==> src/design/srecp_pkg.sv <==
// Shared types, constants and program labels for the S1 line packer.
`timescale 1ns / 1ps

package srecp_pkg;

    // Largest number of data bytes in one S1 line.
    localparam int BYTES_PER_LINE_DEF = 16;

    // Width of the program counter and entry points of the program.
    localparam int PC_W = 6;
    localparam logic [PC_W-1:0] PC_IDLE  = 6'd0;
    localparam logic [PC_W-1:0] PC_STORE = 6'd5;
    localparam logic [PC_W-1:0] PC_TERM  = 6'd8;
    localparam logic [PC_W-1:0] PC_S9    = 6'd9;
    localparam logic [PC_W-1:0] PC_LINE  = 6'd20;
    localparam logic [PC_W-1:0] PC_LOOP  = 6'd29;
    localparam logic [PC_W-1:0] PC_LRET  = 6'd34;

    // Operation codes of an input item.
    localparam logic [1:0] OP_DATA = 2'd0;
    localparam logic [1:0] OP_TERM = 2'd1;

    // ASCII characters used by the program.
    localparam logic [6:0] CH_S_CODE  = 7'h53;
    localparam logic [6:0] CH_1_CODE  = 7'h31;
    localparam logic [6:0] CH_9_CODE  = 7'h39;
    localparam logic [6:0] CH_0_CODE  = 7'h30;
    localparam logic [6:0] CH_3_CODE  = 7'h33;
    localparam logic [6:0] CH_F_CODE  = 7'h46;
    localparam logic [6:0] CH_C_CODE  = 7'h43;
    localparam logic [6:0] CH_NL_CODE = 7'h0A;

    // Source of the character sent in one step.
    typedef enum logic [3:0] {
        CS_LIT,
        CS_CNT_HI,
        CS_CNT_LO,
        CS_AH_HI,
        CS_AH_LO,
        CS_AL_HI,
        CS_AL_LO,
        CS_DAT_HI,
        CS_DAT_LO,
        CS_SUM_HI,
        CS_SUM_LO
    } csel_t;

    // How the end-of-item mark is set on a sent character.
    typedef enum logic [1:0] {
        LS_NONE,
        LS_ONE,
        LS_LINE
    } last_sel_t;

    // Datapath action of one step.
    typedef enum logic [3:0] {
        A_NOP,
        A_LATCH,
        A_CMP,
        A_STORE,
        A_SET_FINAL,
        A_SET_TERM,
        A_LINE_INIT,
        A_READ,
        A_NEXT,
        A_LINE_DONE
    } act_t;

    // Jump condition of one step.
    typedef enum logic [3:0] {
        C_NEVER,
        C_ALWAYS,
        C_NO_INPUT,
        C_OP_TERM,
        C_OP_OTHER,
        C_CONTIG,
        C_NOT_FULL,
        C_EMPTY,
        C_MORE_DATA,
        C_RET_STORE,
        C_RET_TERM
    } cond_t;

    // Where the line routine goes back to when it ends.
    typedef enum logic [1:0] {
        RET_IDLE,
        RET_STORE,
        RET_TERM
    } ret_t;

    // One control word of the program.
    typedef struct packed {
        logic            emit;
        csel_t           csel;
        logic [6:0]      lit;
        last_sel_t       last_sel;
        act_t            act;
        cond_t           cond;
        logic [PC_W-1:0] target;
    } ctrl_t;

    // Datapath status flags seen by the sequencer.
    typedef struct packed {
        logic op_term;
        logic op_other;
        logic contig;
        logic not_full;
        logic empty;
        logic more_data;
        logic ret_store;
        logic ret_term;
        logic more_lines;
    } status_t;

    // Upper-case hex digit of a nibble.
    function automatic logic [6:0] hex_char(input logic [3:0] nib);
        logic [6:0] ch;
        if (nib < 4'd10)
        begin
            ch = 7'h30 + {3'b000, nib};
        end
        else
        begin
            ch = 7'h37 + {3'b000, nib};
        end
        return ch;
    endfunction

endpackage

==> src/design/srecp_ucode_rom.sv <==
// Program store of the sequencer: one control word per step.
`timescale 1ns / 1ps

module srecp_ucode_rom
    import srecp_pkg::*;
(
    input  logic [PC_W-1:0] pc,
    output ctrl_t           ctrl
);

    // Builds one control word.
    function automatic ctrl_t cw(input logic e, input csel_t cs, input logic [6:0] lit,
                                 input last_sel_t ls, input act_t a, input cond_t c,
                                 input logic [PC_W-1:0] tgt);
        ctrl_t w;
        w.emit     = e;
        w.csel     = cs;
        w.lit      = lit;
        w.last_sel = ls;
        w.act      = a;
        w.cond     = c;
        w.target   = tgt;
        return w;
    endfunction

    // The program. Unlisted steps fall back to the idle step.
    always_comb
    begin
        unique case (pc)
            // Wait for an item and capture it.
            6'd0:  ctrl = cw(1'b0, CS_LIT, 7'd0, LS_NONE, A_LATCH, C_NO_INPUT, PC_IDLE);
            6'd1:  ctrl = cw(1'b0, CS_LIT, 7'd0, LS_NONE, A_NOP, C_OP_TERM, PC_TERM);
            6'd2:  ctrl = cw(1'b0, CS_LIT, 7'd0, LS_NONE, A_NOP, C_OP_OTHER, PC_IDLE);
            // Data byte: flush the pending run if the address breaks it.
            6'd3:  ctrl = cw(1'b0, CS_LIT, 7'd0, LS_NONE, A_CMP, C_CONTIG, PC_STORE);
            6'd4:  ctrl = cw(1'b0, CS_LIT, 7'd0, LS_NONE, A_NOP, C_ALWAYS, PC_LINE);
            6'd5:  ctrl = cw(1'b0, CS_LIT, 7'd0, LS_NONE, A_STORE, C_NEVER, PC_IDLE);
            6'd6:  ctrl = cw(1'b0, CS_LIT, 7'd0, LS_NONE, A_NOP, C_NOT_FULL, PC_IDLE);
            6'd7:  ctrl = cw(1'b0, CS_LIT, 7'd0, LS_NONE, A_SET_FINAL, C_ALWAYS, PC_LINE);
            // Termination: flush, then the fixed S9 line.
            6'd8:  ctrl = cw(1'b0, CS_LIT, 7'd0, LS_NONE, A_SET_TERM, C_ALWAYS, PC_LINE);
            6'd9:  ctrl = cw(1'b1, CS_LIT, CH_S_CODE, LS_NONE, A_NOP, C_NEVER, PC_IDLE);
            6'd10: ctrl = cw(1'b1, CS_LIT, CH_9_CODE, LS_NONE, A_NOP, C_NEVER, PC_IDLE);
            6'd11: ctrl = cw(1'b1, CS_LIT, CH_0_CODE, LS_NONE, A_NOP, C_NEVER, PC_IDLE);
            6'd12: ctrl = cw(1'b1, CS_LIT, CH_3_CODE, LS_NONE, A_NOP, C_NEVER, PC_IDLE);
            6'd13: ctrl = cw(1'b1, CS_LIT, CH_0_CODE, LS_NONE, A_NOP, C_NEVER, PC_IDLE);
            6'd14: ctrl = cw(1'b1, CS_LIT, CH_0_CODE, LS_NONE, A_NOP, C_NEVER, PC_IDLE);
            6'd15: ctrl = cw(1'b1, CS_LIT, CH_0_CODE, LS_NONE, A_NOP, C_NEVER, PC_IDLE);
            6'd16: ctrl = cw(1'b1, CS_LIT, CH_0_CODE, LS_NONE, A_NOP, C_NEVER, PC_IDLE);
            6'd17: ctrl = cw(1'b1, CS_LIT, CH_F_CODE, LS_NONE, A_NOP, C_NEVER, PC_IDLE);
            6'd18: ctrl = cw(1'b1, CS_LIT, CH_C_CODE, LS_NONE, A_NOP, C_NEVER, PC_IDLE);
            6'd19: ctrl = cw(1'b1, CS_LIT, CH_NL_CODE, LS_ONE, A_NOP, C_ALWAYS, PC_IDLE);
            // Line routine: header, data bytes, checksum, newline.
            6'd20: ctrl = cw(1'b0, CS_LIT, 7'd0, LS_NONE, A_LINE_INIT, C_EMPTY, PC_LRET);
            6'd21: ctrl = cw(1'b1, CS_LIT, CH_S_CODE, LS_NONE, A_NOP, C_NEVER, PC_IDLE);
            6'd22: ctrl = cw(1'b1, CS_LIT, CH_1_CODE, LS_NONE, A_NOP, C_NEVER, PC_IDLE);
            6'd23: ctrl = cw(1'b1, CS_CNT_HI, 7'd0, LS_NONE, A_NOP, C_NEVER, PC_IDLE);
            6'd24: ctrl = cw(1'b1, CS_CNT_LO, 7'd0, LS_NONE, A_NOP, C_NEVER, PC_IDLE);
            6'd25: ctrl = cw(1'b1, CS_AH_HI, 7'd0, LS_NONE, A_NOP, C_NEVER, PC_IDLE);
            6'd26: ctrl = cw(1'b1, CS_AH_LO, 7'd0, LS_NONE, A_NOP, C_NEVER, PC_IDLE);
            6'd27: ctrl = cw(1'b1, CS_AL_HI, 7'd0, LS_NONE, A_NOP, C_NEVER, PC_IDLE);
            6'd28: ctrl = cw(1'b1, CS_AL_LO, 7'd0, LS_NONE, A_READ, C_NEVER, PC_IDLE);
            6'd29: ctrl = cw(1'b1, CS_DAT_HI, 7'd0, LS_NONE, A_NOP, C_NEVER, PC_IDLE);
            6'd30: ctrl = cw(1'b1, CS_DAT_LO, 7'd0, LS_NONE, A_NEXT, C_MORE_DATA, PC_LOOP);
            6'd31: ctrl = cw(1'b1, CS_SUM_HI, 7'd0, LS_NONE, A_NOP, C_NEVER, PC_IDLE);
            6'd32: ctrl = cw(1'b1, CS_SUM_LO, 7'd0, LS_NONE, A_NOP, C_NEVER, PC_IDLE);
            6'd33: ctrl = cw(1'b1, CS_LIT, CH_NL_CODE, LS_LINE, A_LINE_DONE, C_NEVER,
                             PC_IDLE);
            // Return from the line routine.
            6'd34: ctrl = cw(1'b0, CS_LIT, 7'd0, LS_NONE, A_NOP, C_RET_STORE, PC_STORE);
            6'd35: ctrl = cw(1'b0, CS_LIT, 7'd0, LS_NONE, A_NOP, C_RET_TERM, PC_S9);
            6'd36: ctrl = cw(1'b0, CS_LIT, 7'd0, LS_NONE, A_NOP, C_ALWAYS, PC_IDLE);
            default: ctrl = cw(1'b0, CS_LIT, 7'd0, LS_NONE, A_NOP, C_ALWAYS, PC_IDLE);
        endcase
    end

endmodule

==> src/design/srecp_datapath.sv <==
// Datapath: item capture, line buffer, address and count, checksum, character select.
`timescale 1ns / 1ps

module srecp_datapath
    import srecp_pkg::*;
#(
    parameter int BYTES_PER_LINE = BYTES_PER_LINE_DEF
)
(
    input  logic        clk,
    input  logic        rst_n,
    input  ctrl_t       ctrl,
    input  logic        step,
    input  logic [1:0]  in_operation,
    input  logic [15:0] in_address,
    input  logic [7:0]  in_data_byte,
    output status_t     status,
    output logic [6:0]  character
);

    localparam int FILL_W = $clog2(BYTES_PER_LINE + 1);
    localparam int IDX_W  = (BYTES_PER_LINE > 1) ? $clog2(BYTES_PER_LINE) : 1;
    localparam int DEPTH  = 2 ** IDX_W;

    // Captured item.
    logic [1:0]  op_reg;
    logic [15:0] addr_reg;
    logic [7:0]  byte_reg;

    // Run state and line working registers.
    logic [15:0]       line_addr_reg;
    logic [FILL_W-1:0] fill_reg;
    logic [FILL_W-1:0] idx_reg;
    logic [7:0]        sum_reg;
    logic [7:0]        rd_reg;
    logic              contig_reg;
    logic              more_reg;
    ret_t              ret_reg;

    logic [7:0] buf_mem [DEPTH];

    logic              contig;
    logic [7:0]        count;
    logic [FILL_W-1:0] idx_inc;

    // Run continues only without 16-bit wrap of the next address.
    assign contig  = (({1'b0, line_addr_reg} + 17'(fill_reg)) == {1'b0, addr_reg});
    assign count   = 8'(fill_reg) + 8'd3;
    assign idx_inc = idx_reg + 1'b1;

    // Status flags for jump conditions.
    always_comb
    begin
        status.op_term    = (op_reg == OP_TERM);
        status.op_other   = (op_reg != OP_DATA);
        status.contig     = contig;
        status.not_full   = (fill_reg != FILL_W'(BYTES_PER_LINE));
        status.empty      = (fill_reg == '0);
        status.more_data  = (idx_inc < fill_reg);
        status.ret_store  = (ret_reg == RET_STORE);
        status.ret_term   = (ret_reg == RET_TERM);
        status.more_lines = more_reg;
    end

    // Character selection for the current step.
    always_comb
    begin
        unique case (ctrl.csel)
            CS_LIT:    character = ctrl.lit;
            CS_CNT_HI: character = hex_char(count[7:4]);
            CS_CNT_LO: character = hex_char(count[3:0]);
            CS_AH_HI:  character = hex_char(line_addr_reg[15:12]);
            CS_AH_LO:  character = hex_char(line_addr_reg[11:8]);
            CS_AL_HI:  character = hex_char(line_addr_reg[7:4]);
            CS_AL_LO:  character = hex_char(line_addr_reg[3:0]);
            CS_DAT_HI: character = hex_char(rd_reg[7:4]);
            CS_DAT_LO: character = hex_char(rd_reg[3:0]);
            CS_SUM_HI: character = hex_char(~sum_reg[7:4]);
            CS_SUM_LO: character = hex_char(~sum_reg[3:0]);
            default:   character = ctrl.lit;
        endcase
    end

    // Control registers of the run.
    always_ff @(posedge clk or negedge rst_n)
    begin
        if (!rst_n)
        begin
            line_addr_reg <= '0;
            fill_reg      <= '0;
            ret_reg       <= RET_IDLE;
            more_reg      <= 1'b0;
            contig_reg    <= 1'b0;
        end
        else if (step)
        begin
            unique case (ctrl.act)
                A_CMP:
                begin
                    contig_reg <= contig;
                    ret_reg    <= RET_STORE;
                    more_reg   <= (BYTES_PER_LINE == 1);
                end
                A_STORE:
                begin
                    if (!contig_reg)
                    begin
                        line_addr_reg <= addr_reg;
                    end
                    fill_reg <= fill_reg + 1'b1;
                end
                A_SET_FINAL:
                begin
                    ret_reg  <= RET_IDLE;
                    more_reg <= 1'b0;
                end
                A_SET_TERM:
                begin
                    ret_reg  <= RET_TERM;
                    more_reg <= 1'b1;
                end
                A_LINE_DONE:
                begin
                    line_addr_reg <= line_addr_reg + 16'(fill_reg);
                    fill_reg      <= '0;
                end
                default:
                begin
                end
            endcase
        end
    end

    // Payload registers, line buffer writes and registered buffer reads.
    always_ff @(posedge clk)
    begin
        if (step)
        begin
            unique case (ctrl.act)
                A_LATCH:
                begin
                    op_reg   <= in_operation;
                    addr_reg <= in_address;
                    byte_reg <= in_data_byte;
                end
                A_STORE:
                begin
                    buf_mem[fill_reg[IDX_W-1:0]] <= byte_reg;
                end
                A_LINE_INIT:
                begin
                    idx_reg <= '0;
                    sum_reg <= count + line_addr_reg[15:8] + line_addr_reg[7:0];
                end
                A_READ:
                begin
                    rd_reg <= buf_mem[idx_reg[IDX_W-1:0]];
                end
                A_NEXT:
                begin
                    sum_reg <= sum_reg + rd_reg;
                    idx_reg <= idx_inc;
                    rd_reg  <= buf_mem[idx_inc[IDX_W-1:0]];
                end
                default:
                begin
                end
            endcase
        end
    end

endmodule

==> src/design/srec_line_packer_core.sv <==
// Top level of the S1 line packer: sequencer, program store, datapath and output register.
`timescale 1ns / 1ps

// Packs addressed load-image bytes into Motorola S1 text lines of up to BYTES_PER_LINE
// data bytes and sends the text one ASCII character per transfer on the master side,
// with tlast on the final character each input item causes. A line is written out
// when it is full or when a byte's address does not follow the pending run (compared
// without 16-bit wrap); a termination item writes out pending bytes and then the fixed
// S9 line; other operation codes produce nothing. A microcoded sequencer steps through
// a fixed program, one step per clock unless a sending step stalls, and sends at most
// one character per clock. A sending step stalls while the receiver holds off a waiting
// character. Writing out a line of n bytes sends 2n + 11 characters.
// The output register lets the next item be taken while the last character waits.
module srec_line_packer_core
    import srecp_pkg::*;
#(
    parameter int BYTES_PER_LINE = BYTES_PER_LINE_DEF
)
(
    input  logic        clk,
    input  logic        rst_n,
    input  logic        s_tvalid,
    output logic        s_tready,
    input  logic [23:0] s_tdata,   // address [15:0], data_byte [23:16]
    input  logic [1:0]  s_tuser,   // operation [1:0]
    output logic        m_tvalid,
    input  logic        m_tready,
    output logic [7:0]  m_tdata,   // character [6:0], zero [7]
    output logic        m_tlast
);

    logic [PC_W-1:0] pc_reg;
    logic [PC_W-1:0] pc_next;
    ctrl_t           ctrl;
    status_t         status;
    logic [6:0]      character;
    logic            step;
    logic            jump;
    logic            last_bit;

    logic       out_valid_reg;
    logic [6:0] out_char_reg;
    logic       out_last_reg;

    srecp_ucode_rom u_rom
    (
        .pc   (pc_reg),
        .ctrl (ctrl)
    );

    srecp_datapath
    #(
        .BYTES_PER_LINE (BYTES_PER_LINE)
    )
    u_datapath
    (
        .clk          (clk),
        .rst_n        (rst_n),
        .ctrl         (ctrl),
        .step         (step),
        .in_operation (s_tuser),
        .in_address   (s_tdata[15:0]),
        .in_data_byte (s_tdata[23:16]),
        .status       (status),
        .character    (character)
    );

    // A sending step waits while the output register is full and the receiver is not ready.
    assign step     = !(ctrl.emit && out_valid_reg && !m_tready);
    assign s_tready = (pc_reg == PC_IDLE);

    // Jump condition select.
    always_comb
    begin
        unique case (ctrl.cond)
            C_NEVER:     jump = 1'b0;
            C_ALWAYS:    jump = 1'b1;
            C_NO_INPUT:  jump = !s_tvalid;
            C_OP_TERM:   jump = status.op_term;
            C_OP_OTHER:  jump = status.op_other;
            C_CONTIG:    jump = status.contig;
            C_NOT_FULL:  jump = status.not_full;
            C_EMPTY:     jump = status.empty;
            C_MORE_DATA: jump = status.more_data;
            C_RET_STORE: jump = status.ret_store;
            C_RET_TERM:  jump = status.ret_term;
            default:     jump = 1'b0;
        endcase
    end

    // Next step of the program.
    always_comb
    begin
        if (!step)
        begin
            pc_next = pc_reg;
        end
        else if (jump)
        begin
            pc_next = ctrl.target;
        end
        else
        begin
            pc_next = pc_reg + 1'b1;
        end
    end

    // End-of-item mark of the character being sent.
    always_comb
    begin
        unique case (ctrl.last_sel)
            LS_NONE: last_bit = 1'b0;
            LS_ONE:  last_bit = 1'b1;
            LS_LINE: last_bit = !status.more_lines;
            default: last_bit = 1'b0;
        endcase
    end

    // Step counter.
    always_ff @(posedge clk or negedge rst_n)
    begin
        if (!rst_n)
        begin
            pc_reg <= PC_IDLE;
        end
        else
        begin
            pc_reg <= pc_next;
        end
    end

    // Output register: loads a character when a sending step proceeds.
    always_ff @(posedge clk or negedge rst_n)
    begin
        if (!rst_n)
        begin
            out_valid_reg <= 1'b0;
        end
        else if (ctrl.emit && step)
        begin
            out_valid_reg <= 1'b1;
        end
        else if (m_tready)
        begin
            out_valid_reg <= 1'b0;
        end
    end

    // Output payload.
    always_ff @(posedge clk)
    begin
        if (ctrl.emit && step)
        begin
            out_char_reg <= character;
            out_last_reg <= last_bit;
        end
    end

    assign m_tvalid = out_valid_reg;
    assign m_tdata  = {1'b0, out_char_reg};
    assign m_tlast  = out_last_reg;

endmodule

==> config.mk <==
export PLATFORM = sky130hd
export DESIGN_NAME = srec_line_packer_core
export DESIGN_NICKNAME = d
export VERILOG_FILES = /design/src/design/srecp_pkg.sv /design/src/design/srecp_ucode_rom.sv /design/src/design/srecp_datapath.sv /design/src/design/srec_line_packer_core.sv
export SDC_FILE = /design/constraint.sdc
export NUM_CORES = 1
export LEC_CHECK = 0
export BUFFER_PORTS_ARGS = -buffer_cell sky130_fd_sc_hd__buf_4
export CORE_ASPECT_RATIO = 1.5
export CORE_MARGIN = 4
export CORE_UTILIZATION = 44
export CTS_CLUSTER_DIAMETER = 60
export DETAILED_ROUTE_END_ITERATION = 10
export GPL_TIMING_DRIVEN = 0
export HOLD_SLACK_MARGIN = 0.02
export PLACE_DENSITY = 0.66
export SKIP_LAST_GASP = 1
export SLEW_MARGIN = 30
export SYNTH_ARGS = -nofsm -noshare
export SYNTH_HDL_FRONTEND = slang
export SYNTH_SLANG_ARGS = --single-unit
==> constraint.sdc <==
create_clock -name clk -period 4.65 [get_ports clk]
set_input_delay 0 -clock clk [delete_from_list [all_inputs] [get_ports clk]]
set_output_delay 0 -clock clk [all_outputs]
set_load 0.01 [all_outputs]
# Word-level counts from Yosys, hierarchy flattened

Memory sizes are Yosys's and may differ from the RTL's. A register that Yosys moved wholly into a read port is not among the register bits.
Cells that the tools add are included.

Word-level logic and storage cells: 150
Memory bits (read-only): 1792
Latch bits: 0
Bits in writable memories: 128
Input bits: 30
Memories kept: 2
Output and inout bits: 11
Register bits after elaboration: 87

Bitwise gates (word level): 3
Divide/modulo/power cells: 0
Shift operators: 0
Multipliers: 0
Mux-type cells: 28
Add/subtract/negate cells: 29
Eq/ne operators: 37
Magnitude comparators: 11
Reductions and logical operators: 25

Memories:

| memory             | depth | width | rd ports | clocked after Yosys merged registers in | wr ports | line                  | RTL |
|---|---|---|---|---|---|---|---|
| (name not given)   | 64    | 28    | 1        | 0                                       | 0        | srecp_ucode_rom.sv:29 | `unique case (pc)` |
| u_datapath.buf_mem | 16    | 8     | 2        | 1                                       | 1        | srecp_datapath.sv:40  | `logic [7:0] buf_mem [DEPTH];` |

Operator list:

| cell                                                 | number |
|---|---|
| adder 6 x 4 -> 7 bit (first input constant)          | 20 |
| 2-to-1 mux 7 bit                                     | 10 |
| case mux 7 bit (10 select lines)                     | 1 |
| equality test 4 x 3 -> 1 bit (second input constant) | 12 |
| < comparator 4 bit (second input constant)           | 10 |
| equality test 4 bit (second input constant)          | 8 |
| case mux 16 bit (2 select lines)                     | 1 |
| case mux 8 bit (2 select lines)                      | 2 |
| adder 8 bit                                          | 3 |
| equality test 4 x 2 -> 1 bit (second input constant) | 6 |
| case mux 5 bit (2 select lines)                      | 2 |
| adder 16 x 5 -> 17 bit                               | 1 |
| equality test 17 x 16 -> 1 bit                       | 1 |
| adder 16 x 5 -> 16 bit                               | 1 |
| 2-to-1 mux 16 bit                                    | 1 |
| AND reduction 2 bit                                  | 7 |
| equality test 4 x 1 -> 1 bit (second input constant) | 3 |
| nonzero test 2 bit                                   | 6 |
| adder 5 x 1 -> 5 bit (second input constant)         | 2 |
| case mux 1 bit (10 select lines)                     | 1 |
| NOT 4 bit                                            | 2 |
| adder 5 x 2 -> 6 bit (second input constant)         | 1 |
| adder 6 x 1 -> 6 bit (second input constant)         | 1 |
| equality test 2 x 1 -> 1 bit (second input constant) | 3 |
| 17 further kinds                                     | 28 |

# Logic depth before layout (Yosys ltp)

An unclocked memory read counts as a cell.

Depth in word-level cells: 6
Mapped depth: 16

# Cells and area by module

A second synthesis with hierarchy kept.

Cell total of the unflattened synthesis: 1122
Area total of the unflattened synthesis: 13340.3 µm²

By module, submodules not included:

| module                | seq. area each (µm²) | cells an instance | instances | area an instance (µm²) |
|---|---|---|---|---|
| srecp_datapath        | 5960.7               | 912               | 1         | 11703.7 |
| srec_line_packer_core | 415.4                | 83                | 1         | 889.6 |
| srecp_ucode_rom       | 0.0                  | 127               | 1         | 747.0 |

# Least setup slack after synthesis

Ideal clock, no wire load.

Kind: flip-flop to flip-flop
From: reg pc_reg[2]
To: reg u_datapath.addr_reg[0] (enable)
Library setup time: 0.484 ns
Data required time: 4.166 ns
Setup slack: -0.497 ns
Arrival: 4.663 ns
Period minus slack after synthesis: 5.147 ns
Cell stages (with the launch flop): 10
Cell sequence: dfrtp_1 > buf_4 > buf_2 > inv_1 > ha_1 > a31oi_1 > or2_2 > clkbuf_1 > nand2_1 > nor4b_1

Longest elaborated chain between the ends: 5

RTL lines:

| what                                                                                 | line                         | RTL |
|---|---|---|
| start, declared                                                                      | srec_line_packer_core.sv:32  | `logic [PC_W-1:0] pc_reg;` |
| start signal, assigned                                                               | srec_line_packer_core.sv:128 | `pc_reg <= pc_next;` |
| memory (64 x 28 bit) (*)                                                             | n/a                          |  |
| parallel branches: the longest is 3 deep, another holds equality test 4 x 1 -> 1 bit | n/a                          |  |
| AND reduction 2 bit (no line) (*)                                                    | n/a                          |  |
| end signal, assigned                                                                 | srecp_datapath.sv:143        | `addr_reg <= in_address;` |
| end, declared                                                                        | srecp_datapath.sv:27         | `logic [15:0] addr_reg;` |

Mark *: on every way between the ends.
A chain may end at the register's enable or synchronous reset.

# Final worst setup path

From: reg pc_reg[1]
To: reg u_datapath.rd_reg[0] (enable)

Longest elaborated chain between the ends: 5

RTL lines:

| what                                                                                 | line                  | RTL |
|---|---|---|
| memory (64 x 28 bit) (*)                                                             | n/a                   |  |
| parallel branches: the longest is 3 deep, another holds equality test 4 x 3 -> 1 bit | n/a                   |  |
| AND reduction 2 bit (no line) (*)                                                    | n/a                   |  |
| end signal, assigned                                                                 | srecp_datapath.sv:157 | `rd_reg <= buf_mem[idx_reg[IDX_W-1:0]];` |
| end signal, assigned                                                                 | srecp_datapath.sv:163 | `rd_reg <= buf_mem[idx_inc[IDX_W-1:0]];` |
| end, declared                                                                        | srecp_datapath.sv:35  | `logic [7:0] rd_reg;` |

Marks and branches as above.

==> run summary <==
LOGIC SYNTHESIS
------------------------------------------------------------------------------------------
Ys flop type                                                                  sky130_fd_sc_hd__edfxtp_1
Mapped cell area                                                                13300 um^2
Synthesized area divided by synthesized cell count                               12.0 um^2
Synthesis Warnings                                                                       0
Cells after Synth                                                                     1106
Number of flops mapped to enable cells by yosys                                        183
Number of library cell types mapped by synthesis                                        89
Number of nets in the synthesized netlist                                             1197
Post-synthesis async set-or-reset flop share                                         14.2%
Portion of the post-synthesis area used by sequential elements                       47.8%
Flip-flop and latch count after synthesis                                              218

POWER AND IR DROP
------------------------------------------------------------------------------------------
Power per unit of standard cell area                                           609 nW/um^2
Leakage power of the design                                                        5.49 nW
Overall power                                                                    0.00930 W
Worst ir drop on vdd                                                              0.358 mV

CLOCK TREE
------------------------------------------------------------------------------------------
Clock buffer count from CTS                                                             23
Number of buffers inserted to repair setup after CTS                                     0
Clock latency on the worst-skew pair                                               0.54 ns
Number of levels in the clock H-tree                                                     1
TritonCTS clock tree                                                                   yes
Number of buffers between clock root and the deepest sink                                3
Sink Count                                                                             218
Master cell of the clock root buffer                                          sky130_fd_sc_hd__clkbuf_16
Clock edge transition at the registers on the reported setup and hold paths        0.06 ns

FLOORPLANNING
------------------------------------------------------------------------------------------
Number of rows created at floorplan                                                     77
IO Pins                                                                                 41
Die area                                                                        33100 um^2
Width of the die                                                                    150 um
Effective utilization at floorplan                                                   44.8%
Core box area                                                                   29700 um^2
Vertical die dimension                                                              221 um

DRT
------------------------------------------------------------------------------------------
Average detailed-routed wire length per instance                                   24.9 um
Routed metal-1 wirelength                                                          13.5 mm
Final wirelength                                                                   40.2 mm
Routed length on met3                                                              1.99 mm
DRT iter0 DRCs                                                                         962
Remaining routing DRC violations                                                         0
Post-DR vias/cell                                                                     6.15
Antenna Violating Nets Remaining                                                         0
Met2 routed WL                                                                     21.9 mm
Total vias in the final route                                                         9949
Max Used Layer                                                                        met5
Pre-Repair DR Iteration Count                                                            6

TIMING
------------------------------------------------------------------------------------------
Worst max-slew margin expressed relative to the limit                                37.8%
Setup Viol. Count Final                                                                  0
Fraction of the cycle the final worst path needs                                     93.8%
Setup repair after global routing missed its margin                                     no
Final count of hold timing violations                                                    0
Clock Skew                                                                       0.0277 ns
Maximum operating frequency                                                        229 MHz
Number of max-slew violations in the final report                                        0
Tightest Pin Transition                                                           0.929 ns
TNS Setup                                                                             0 ns
Post-layout minimum cycle time                                                     4.36 ns

FINAL LAYOUT
------------------------------------------------------------------------------------------
Fraction of final layout cells sized beyond drive strength 1                         20.0%
Max FFs per register                                                                   128
Number of nets in the layout                                                          1299
Share of the core filled with cells                                                  51.5%
Diode count                                                                              0
Syn-to-layout area delta                                                             14.9%
Filler Cell Count                                                                     2633

WORST SETUP PATH
------------------------------------------------------------------------------------------
Data required time at the worst endpoint                                           4.80 ns
Number of cell instances on the worst register-to-register path                         10
Worst-path fanout max                                                                   10
Worst R2R End                                                                 u_datapath.rd_reg[0]
Crit path kind                                                                flip-flop to flip-flop
Crit start category                                                              flip-flop
Reg-to-Reg Start                                                                 pc_reg[1]
Setup slack, reg-to-reg                                                            0.29 ns
Crit. End Element                                                                flip-flop
Arrival time at the worst endpoint                                                 4.51 ns

PLACEMENT
------------------------------------------------------------------------------------------
Port bufs                                                                               39
Final RePlAce weighted congestion                                                    0.995
Dpl hpwl                                                                           30.5 mm

GLOBAL ROUTING
------------------------------------------------------------------------------------------
Global-route wire length before repair                                             60.6 mm
Via count of the first global-routing pass                                           10159
Overall overflow remaining after global route                                            0
Antenna violations before repair                                                         1
All-Layer GR Usage                                                                   24.3%
Largest net degree at the start of global routing                                       32

FLOW RUN
------------------------------------------------------------------------------------------
Reported max-cap violation count                                                         0

HOLD PATH
------------------------------------------------------------------------------------------
Instance count along the most critical hold path                                         2
Worst-case hold path end point                                                u_datapath.addr_reg[13]
Path category of the worst min-delay check                                    primary input to flip-flop
Hold path start                                                                s_tdata[13]

STATUS
------------------------------------------------------------------------------------------
Status                                                                        finished clean

-- synth_stat cells, types with 3 or more instances --
cell type	number	area share (%)
sky130_fd_sc_hd__a21o_1	12	0.68
sky130_fd_sc_hd__xnor2_1	34	2.2
sky130_fd_sc_hd__nand2_1	92	2.6
sky130_fd_sc_hd__dfxtp_1	4	0.60
sky130_fd_sc_hd__mux4_2	80	14
sky130_fd_sc_hd__edfxtp_1	183	41
sky130_fd_sc_hd__or4_1	3	0.17
sky130_fd_sc_hd__nor2_1	74	2.1
sky130_fd_sc_hd__a31oi_1	5	0.24
sky130_fd_sc_hd__o21a_1	3	0.17
sky130_fd_sc_hd__buf_2	13	0.49
sky130_fd_sc_hd__xor2_1	15	0.99
sky130_fd_sc_hd__nor4_1	8	0.38
sky130_fd_sc_hd__a211oi_1	9	0.51
sky130_fd_sc_hd__o22ai_1	10	0.47
sky130_fd_sc_hd__mux2_2	11	0.93
sky130_fd_sc_hd__fa_1	9	1.4
sky130_fd_sc_hd__a21oi_1	73	2.7
sky130_fd_sc_hd__nor3_1	18	0.68
sky130_fd_sc_hd__o31ai_1	5	0.28
sky130_fd_sc_hd__nor2b_1	13	0.61
sky130_fd_sc_hd__nand2b_1	10	0.47
sky130_fd_sc_hd__or2_2	6	0.28
sky130_fd_sc_hd__clkbuf_1	36	1.0
sky130_fd_sc_hd__nand4_1	18	0.85
sky130_fd_sc_hd__dfrtp_1	31	5.8
sky130_fd_sc_hd__inv_1	57	1.6
sky130_fd_sc_hd__buf_1	8	0.23
sky130_fd_sc_hd__and3_1	10	0.47
sky130_fd_sc_hd__o2111ai_1	3	0.20
sky130_fd_sc_hd__o21bai_1	6	0.34
sky130_fd_sc_hd__and2_1	3	0.14
sky130_fd_sc_hd__a22oi_1	10	0.56
sky130_fd_sc_hd__mux2i_1	3	0.23
sky130_fd_sc_hd__ha_1	52	4.9
sky130_fd_sc_hd__a32oi_1	5	0.33
sky130_fd_sc_hd__o211ai_1	8	0.45
sky130_fd_sc_hd__a221oi_1	4	0.26
sky130_fd_sc_hd__buf_4	4	0.23
sky130_fd_sc_hd__nand3_1	21	0.79
sky130_fd_sc_hd__a2bb2oi_1	5	0.33
sky130_fd_sc_hd__o21ai_0	61	2.3
sky130_fd_sc_hd__and4_1	3	0.20
sky130_fd_sc_hd__or3_1	9	0.42
-- power breakdown --
group          internal (W)  total [W]  leakage, nW  switching, W
clock               0.00102    0.00179        0.344      0.000769
combinational       0.00179    0.00445         3.08       0.00266
sequential          0.00266    0.00306         2.06      0.000394
total               0.00548    0.00930         5.49       0.00383
-- final cells by class --
type	count	area, um^2	share of cell area (%)
Buffer	62	280	1.83
Clock inverter	13	138	0.901
Sequential cell	218	6350	41.6
Inverter	57	214	1.40
Tap cell	395	494	3.23
Multi-Input combinational cell	769	6540	42.8
Timing Repair Buffer	77	671	4.39
Clock buffer	26	587	3.84
-- critical path: stages, from the launching register on --
cell                       delay, ns
sky130_fd_sc_hd__dfrtp_1        0.44
sky130_fd_sc_hd__inv_1          0.32
sky130_fd_sc_hd__ha_1           0.32
sky130_fd_sc_hd__nor2b_1        0.52
sky130_fd_sc_hd__nand2_1        0.24
sky130_fd_sc_hd__nor3_2         0.46
sky130_fd_sc_hd__o21ai_0        0.22
sky130_fd_sc_hd__or2_2          0.33
sky130_fd_sc_hd__clkbuf_1       0.13
sky130_fd_sc_hd__clkbuf_1       0.27
sky130_fd_sc_hd__a21oi_1        0.72
-- worst max-delay path by stage --
stage,startpoint,to,slack [ns],cells after the start
2_1_floorplan,pc_reg[2],u_datapath.addr_reg[0],0.78,9
3_3_place_gp,pc_reg[2],u_datapath.byte_reg[4],-1.21,9
3_5_place_dp,u_datapath.idx_reg[0],pc_reg[2],-0.02,14
4_1_cts,u_datapath.idx_reg[0],pc_reg[3],0.30,13
5_1_grt,pc_reg[1],u_datapath.rd_reg[0],0.06,10
6_report,pc_reg[1],u_datapath.rd_reg[0],0.29,10
-- through the flow --
stage | hold slack (ns) | instance area, um^2 | worst slack [ns] | instances
4_1_cts | 0.159 | 15300 | 0.297 | 1617
6_report | 0.185 | 15300 | 0.289 | 1617
3_3_place_gp | -0.0190 | 14100 | -1.21 | 1540
2_1_floorplan | -0.296 | 13300 | 0.784 | 1106
5_1_grt | 0.176 | 15300 | 0.0567 | 1617
3_5_place_dp | -0.0191 | 14200 | -0.0199 | 1548
-- cells in the final DEF, fill, tap and decap left out, types with 6 or more instances in the layout --
master                          Yosys  final
sky130_fd_sc_hd__dlygate4sd3_1      0     29
sky130_fd_sc_hd__o22ai_1           10     10
sky130_fd_sc_hd__xnor2_1           34     33
sky130_fd_sc_hd__a21o_1            12     12
sky130_fd_sc_hd__mux4_2            80     80
sky130_fd_sc_hd__a211oi_1           9      9
sky130_fd_sc_hd__inv_1             57     57
sky130_fd_sc_hd__nor3_1            18     14
sky130_fd_sc_hd__mux2_2            11     11
sky130_fd_sc_hd__nand2b_1          10     10
sky130_fd_sc_hd__clkbuf_1          36     37
sky130_fd_sc_hd__o21bai_1           6      6
sky130_fd_sc_hd__buf_4              4     49
sky130_fd_sc_hd__fa_1               9      9
sky130_fd_sc_hd__nor2_2             1     11
sky130_fd_sc_hd__o211ai_1           8      8
sky130_fd_sc_hd__a21oi_1           73     73
sky130_fd_sc_hd__dfrtp_1           31     31
sky130_fd_sc_hd__and3_1            10     10
sky130_fd_sc_hd__nor2_1            74     64
sky130_fd_sc_hd__a22oi_1           10     10
sky130_fd_sc_hd__nor4_1             8      6
sky130_fd_sc_hd__edfxtp_1         183    183
sky130_fd_sc_hd__o21ai_0           61     61
sky130_fd_sc_hd__or2_2              6      6
sky130_fd_sc_hd__or3_1              9      9
sky130_fd_sc_hd__nand4_1           18     18
sky130_fd_sc_hd__nand2_1           92     92
sky130_fd_sc_hd__nor2b_1           13     13
sky130_fd_sc_hd__buf_2             13     17
sky130_fd_sc_hd__xor2_1            15     15
sky130_fd_sc_hd__clkbuf_16          0     23
sky130_fd_sc_hd__ha_1              52     52
sky130_fd_sc_hd__nand3_1           21     21
-- logic make-up (layout without fill, tap and decap cells) --
logic type               after synthesis  count (layout)  share of synthesized area, %
AND/OR/NAND/NOR                      310             310                          11.7
AO/OA/AOI/OAI                        253             253                          12.5
flip-flops                           218             218                          47.8
buffers and inverters                119             235                          3.65
multiplexers                          94              94                          14.7
adder cells (fa/ha/maj)               61              61                          6.25
XOR/XNOR                              50              50                          3.41
other                                  1               1                        0.0282
-- timing repair --
item | CTS | global route
endpoints found under the hold margin | 58 | 0
hold buffers | 30 | 0
resized for setup | 1 | 2
setup endpoints to repair | 5 | 4
-- routing by layer --
layer / vias up / global-route usage (%)
met3: 164 / 3.11
met2: 455 / 44.9
met1: 4877 / 25.7
met4: 2 / 14.7
met5: - / 0
li1: 4451 / -
Note: power is estimated with default switching activity, not from simulation.
